$ cat src/rtl/pfec_pkg.sv
// ----------------------------------------------------------------------------
// pfec_pkg
// Shared types, constants and fixed-point helpers for the Phoenix
// escape-time counter.
// ----------------------------------------------------------------------------
package pfec_pkg;

    localparam int WORD_BITS  = 32;
    localparam int FRAC_BITS  = 28;
    localparam int COUNT_BITS = 16;
    localparam int MUL_BITS   = 2 * WORD_BITS;
    localparam int Q_BITS     = MUL_BITS - FRAC_BITS;
    localparam int THR_BITS   = 31;
    localparam int FB_BITS    = 30;
    localparam int ADDR_BITS  = 4;
    localparam int DATA_BITS  = 32;

    typedef logic signed [WORD_BITS-1:0] word_t;
    typedef logic        [WORD_BITS-1:0] umag_t;
    typedef logic        [MUL_BITS-1:0]  prod_t;
    typedef logic signed [WORD_BITS:0]   wide_t;
    typedef logic        [COUNT_BITS-1:0] count_t;

    localparam word_t WORD_MAX = {1'b0, {(WORD_BITS-1){1'b1}}};
    localparam word_t WORD_MIN = {1'b1, {(WORD_BITS-1){1'b0}}};

    typedef enum logic [1:0] {
        REG_THRESHOLD = 2'd0,
        REG_MAX_ITER  = 2'd1,
        REG_FB_REAL   = 2'd2,
        REG_FB_IMAG   = 2'd3
    } reg_idx_t;

    typedef enum logic [2:0] {
        ST_IDLE,
        ST_MUL,
        ST_SUM1,
        ST_SUM2,
        ST_FINISH
    } state_t;

    typedef struct packed {
        logic [THR_BITS-1:0]      threshold;
        count_t                   limit;
        logic signed [FB_BITS-1:0] fb_real;
        logic signed [FB_BITS-1:0] fb_imag;
    } cfg_t;

    typedef struct packed {
        logic load;
        logic mul;
        logic sum1;
        logic sum2;
        logic finish;
    } cmd_t;

    typedef struct packed {
        logic start_run;
        logic run_more;
        logic out_free;
    } status_t;

    function automatic umag_t mag(input word_t a);
        umag_t r;
        r = a[WORD_BITS-1] ? umag_t'(-a) : umag_t'(a);
        return r;
    endfunction

    function automatic word_t sat_sum(input wide_t s);
        word_t r;
        if (s > wide_t'(WORD_MAX))
            r = WORD_MAX;
        else if (s < wide_t'(WORD_MIN))
            r = WORD_MIN;
        else
            r = s[WORD_BITS-1:0];
        return r;
    endfunction

    function automatic wide_t widen(input word_t a);
        wide_t r;
        r = {a[WORD_BITS-1], a};
        return r;
    endfunction

    // Product magnitude to saturated fixed point, truncated toward zero
    function automatic word_t fx_sat(input prod_t m, input logic neg);
        logic [Q_BITS-1:0] q;
        word_t             r;
        q = m[MUL_BITS-1:FRAC_BITS];
        if (neg) begin
            if (q > {{(Q_BITS-WORD_BITS){1'b0}}, WORD_MIN})
                r = WORD_MIN;
            else
                r = -word_t'(q[WORD_BITS-1:0]);
        end else begin
            if (q > {{(Q_BITS-WORD_BITS){1'b0}}, WORD_MAX})
                r = WORD_MAX;
            else
                r = word_t'(q[WORD_BITS-1:0]);
        end
        return r;
    endfunction

endpackage

$ cat src/rtl/pfec_ctrl.sv
// ----------------------------------------------------------------------------
// pfec_ctrl
// Sequencer: load, then multiply / sum / sum per iteration (none if threshold or limit is zero), then deliver.
// ----------------------------------------------------------------------------
module pfec_ctrl (
    input  logic               clk,
    input  logic               rst_n,
    input  logic               in_valid,
    output logic               in_stall,
    input  pfec_pkg::status_t  status,
    output pfec_pkg::cmd_t     cmd
);

    pfec_pkg::state_t state_reg;
    pfec_pkg::state_t state_next;

    always_ff @(posedge clk or negedge rst_n)
    begin
        if (!rst_n)
            state_reg <= pfec_pkg::ST_IDLE;
        else
            state_reg <= state_next;
    end

    always_comb
    begin
        state_next = state_reg;
        case (state_reg)
            pfec_pkg::ST_IDLE:
            begin
                if (in_valid)
                    state_next = status.start_run ? pfec_pkg::ST_MUL : pfec_pkg::ST_FINISH;
            end
            pfec_pkg::ST_MUL:  state_next = pfec_pkg::ST_SUM1;
            pfec_pkg::ST_SUM1: state_next = pfec_pkg::ST_SUM2;
            pfec_pkg::ST_SUM2:
            begin
                state_next = status.run_more ? pfec_pkg::ST_MUL : pfec_pkg::ST_FINISH;
            end
            pfec_pkg::ST_FINISH:
            begin
                if (status.out_free)
                    state_next = pfec_pkg::ST_IDLE;
            end
            default: state_next = pfec_pkg::ST_IDLE;
        endcase
    end

    always_comb
    begin
        cmd      = '0;
        in_stall = 1'b1;
        case (state_reg)
            pfec_pkg::ST_IDLE:
            begin
                in_stall = 1'b0;
                cmd.load = in_valid;
            end
            pfec_pkg::ST_MUL:    cmd.mul    = 1'b1;
            pfec_pkg::ST_SUM1:   cmd.sum1   = 1'b1;
            pfec_pkg::ST_SUM2:   cmd.sum2   = 1'b1;
            pfec_pkg::ST_FINISH: cmd.finish = status.out_free;
            default:             in_stall   = 1'b1;
        endcase
    end

endmodule

$ cat config.mk
export PLATFORM = sky130hd
export DESIGN_NAME = pfec_ctrl
export DESIGN_NICKNAME = d
export VERILOG_FILES = /design/src/rtl/pfec_pkg.sv /design/src/rtl/pfec_ctrl.sv
export SDC_FILE = /design/constraint.sdc
export NUM_CORES = 1
export LEC_CHECK = 0
export ABC_AREA = 0
export BUFFER_PORTS_ARGS = -buffer_cell sky130_fd_sc_hd__buf_2
export CAP_MARGIN = 10
export CORE_AREA = 2 2 39 41
export DETAILED_ROUTE_END_ITERATION = 10
export DIE_AREA = 0 0 41 43
export SLEW_MARGIN = 5
export SYNTH_ARGS = -nofsm -noshare
export SYNTH_HDL_FRONTEND = slang
export SYNTH_SLANG_ARGS = --single-unit
$ cat constraint.sdc
create_clock -name clk -period 1.15 [get_ports clk]
set_clock_uncertainty 0.05 [all_clocks]
set_input_delay 0.0575 -clock clk [delete_from_list [all_inputs] [get_ports clk]]
set_output_delay 0.0575 -clock clk [all_outputs]
set_load 0.02 [all_outputs]
==> impl_metrics.yaml <==
yosys:
  synth_area_leader_cell: "dfrtp_1"
  syn_inst: 18
  synth_common_cells: "dfrtp_1 (3), nand2b_1 (2), nor2_1 (2)"
  yosysWarningCount: 0
  synth.top_cells.by_area: "dfrtp_1 (42%), nor4b_2 (8.4%), and4bb_2 (7.0%), nand2b_1 (7.0%), or4b_1 (5.6%)"
  synth-async-reset-ratio_pct: 100.0
  synth_edf_count: 0
  yosysSeqAreaShare_pct: 41.96
  synth_flop_cell: "dfrtp_1"
  avgSynthCellArea_um2: 9.940
  synth_nets: 24
  ys_types: 14
  synth_top_area_share_pct: 41.96
  ys_ff_latch: 3
  yosysMostFrequentCell: "dfrtp_1"
  syn_area_um2: 178.9
sta:
  tns_ps: -873.9
  min_period_ps: 1345
  setup_slack_ps: -194.6
  rsz0062_at_grt: "yes"
  hold_viol: 0
  period_share_pct: 116.9
  finalMaxSlewViolations: 0
  timing.fmax_ghz: 0.7437
  tightest_slew_ps: 206.6
  slew_headroom_pct: 86.17
  setup_viol: 7
critical_path:
  critical-path-slowest-cell: "dfrtp_1"
  r2r-start: "state_reg[2]$_DFFE_PN0P_"
  cp_num_cells: 3
  crit_chain: "buf_6 -> nor4b_4 -> buf_4"
  reg2reg_slack_ps: -80
  crit_type: "reg2out"
  arrival_ps: 1240
  worstPathBufferInverterCount: 2
  slowest_delay_ps: 410
  crit_path_end_kind: "output pin"
  r2r_end: "state_reg[2]$_DFFE_PN0P_"
  cp_top_family: "flip-flops"
  reg2reg_depth: 5
  cp_max_fo: 4
  crit_end: "cmd[4]"
  worstPathRequired_ps: 1040
  startpoint_type: "flip-flop"
  critPathLaunch: "state_reg[2]$_DFFE_PN0P_"
floorplanning:
  die_area_mm2: 0.001763
  core_mm2: 0.001384
  die_w_um: 41
  fp-row-count: 14
  ios: 12
  initial_core_util_pct: 12.93
  die_height_um: 43
routing:
  wl_per_cell_um: 10.42
  drtIter0Drc: 1
  drcViolationCount: 0
  top_layer: "met4"
  firstDrtPassIters: 2
  dr_wl_met3_um: 44
  ant_nets: 0
  routed_wl_um: 625
  via_count: 253
  wl_met1_um: 248
  routed_via_density: 4.217
  wl_met2_um: 318
layout:
  largest_reg_flops: 3
  drive_gt1_share_pct: 75.00
  diodes: 0
  num-nets-final: 51
  area_growth_pct: 172.7
  final_util_pct: 35.26
global_route:
  gr-total-overflow: 0
  grt_max_degree: 6
  grt_antenna_before_repair: 0
  track_usage_pct: 9.658
  grt_pass1_wl_mm: 1.076
  grt_pass1_vias: 280
clock_network:
  numCtsBuffers: 3
  clk_latency_ps: 230
  clock_sinks: 3
  cts.clk_slew.worst_paths_ps: 40
  cts_tree: "done"
  htree_levels: 1
  cts_buffer_depth: 2
  cts_root_buf: "clkbuf_4"
pwr:
  seqPwrFrac_pct: 15.2
  p_int_mw: 0.8637
  p_per_area_mw_per_mm2: 2930
  p_comb_share_pct: 71.9
  ir_drop_v: 0.001140
  p_sw_share_pct: 39.59
  finalPower_mw: 1.430
  p_switching_mw: 0.5661
  leakage_nw: 0.2206
  pwr-share-clk_pct: 12.9
job:
  max_cap_viol_count: 0
placed_design:
  port_buffers: 11
  globalplace.congestion: 0.7244
  dpl.hpwl_um: 447.3
  place_ws_ps: 5.242
status:
  status: "finished with violations"
  violations: "setup timing"
min_path:
  hold_path_class: "in2reg"
==> worst reg2reg max path: cells and delay by family, from the launching register on <==
family	cells	cell delay, ps
compound gates	1	50
buf+inv	2	300
flops	1	410
simple gates	2	320
==> placed cells by master (no fill, tap or decap) <==
cell type,netlist,routed
or3_4,0,1
o311ai_2,0,1
clkbuf_4,0,3
or2_1,1,1
buf_6,0,11
clkbuf_1,0,1
buf_2,0,5
nor2_4,0,2
nor4b_4,0,1
or4b_1,1,1
buf_4,0,4
dlygate4sd3_1,0,2
inv_4,0,1
o21ai_0,1,1
nor3_4,0,1
a21oi_1,1,1
nand3_1,1,1
dfrtp_1,3,3
and4bb_2,1,1
nand2b_4,0,2
==> stage by stage <==
step | hold slack, ps | cells | area, um^2
after floorplan | -288.1 | 18 | 195.2
after global placement | -191.5 | 51 | 315.3
after detailed placement | -195.4 | 51 | 315.3
after CTS | 49.54 | 59 | 422.9
after global routing | 77.35 | 60 | 488.0
final | 52.22 | 60 | 488.0
==> logic make-up (layout without fill, tap and decap cells) <==
| group | Yosys count | count (layout) | share of synthesized area (%) |
|---|---|---|---|
| and+or+nand+nor | 11 | 11 | 45.45 |
| DFF | 3 | 3 | 41.96 |
| buffers and inverters | 1 | 27 | 2.096 |
| AOI/OAI and AO/OA | 3 | 3 | 10.49 |
==> final cells by class <==
cell class | instances | area, um^2
clock buffers | 4 | 26.28
fillers | 154 | 895.9
inverters | 1 | 6.256
multi-input cells | 14 | 161.4
flip-flops and latches | 3 | 75.07
well taps | 16 | 20.02
repair buffers | 22 | 198.9
==> how the worst min path moves through the flow <==
| stage | start | endpoint | slack, ps | cells after the start |
|---|---|---|---|---|
| 2_1_floorplan | rst_n | state_reg[0]$_DFFE_PN0P_ | -290 | 0 |
| 3_3_place_gp | rst_n | state_reg[2]$_DFFE_PN0P_ | -190 | 1 |
| 3_5_place_dp | rst_n | state_reg[0]$_DFFE_PN0P_ | -200 | 1 |
| 4_1_cts | status[2] | state_reg[0]$_DFFE_PN0P_ | 50 | 3 |
| 5_1_grt | status[2] | state_reg[0]$_DFFE_PN0P_ | 80 | 3 |
| 6_report | status[2] | state_reg[0]$_DFFE_PN0P_ | 50 | 3 |
==> power by group through the flow <==
stage	clock network, mW	registers, mW	logic, mW
finish	0.184	0.218	1.03
CTS	0.191	0.208	0.858
global route	0.195	0.228	1.10
floorplan	0	0.238	0.308
detailed placement	0	0.200	0.628
global placement	0	0.201	0.615
==> timing repair <==
item                       4_1_cts  5_1_grt
hold buffers                     2        0
hold endpoints to repair         4        0
buffers inserted                 2        1
pin swaps                        4        4
setup endpoints to repair        7        7
gates resized for setup         14       13
==> per-layer routing <==
metal	vias up	track usage [%]
met5	-	0
li1	124	-
met1	116	9.709
met2	11	14.06
met4	0	10.00
met3	2	3.141
Note: power is estimated with default switching activity, not from simulation.
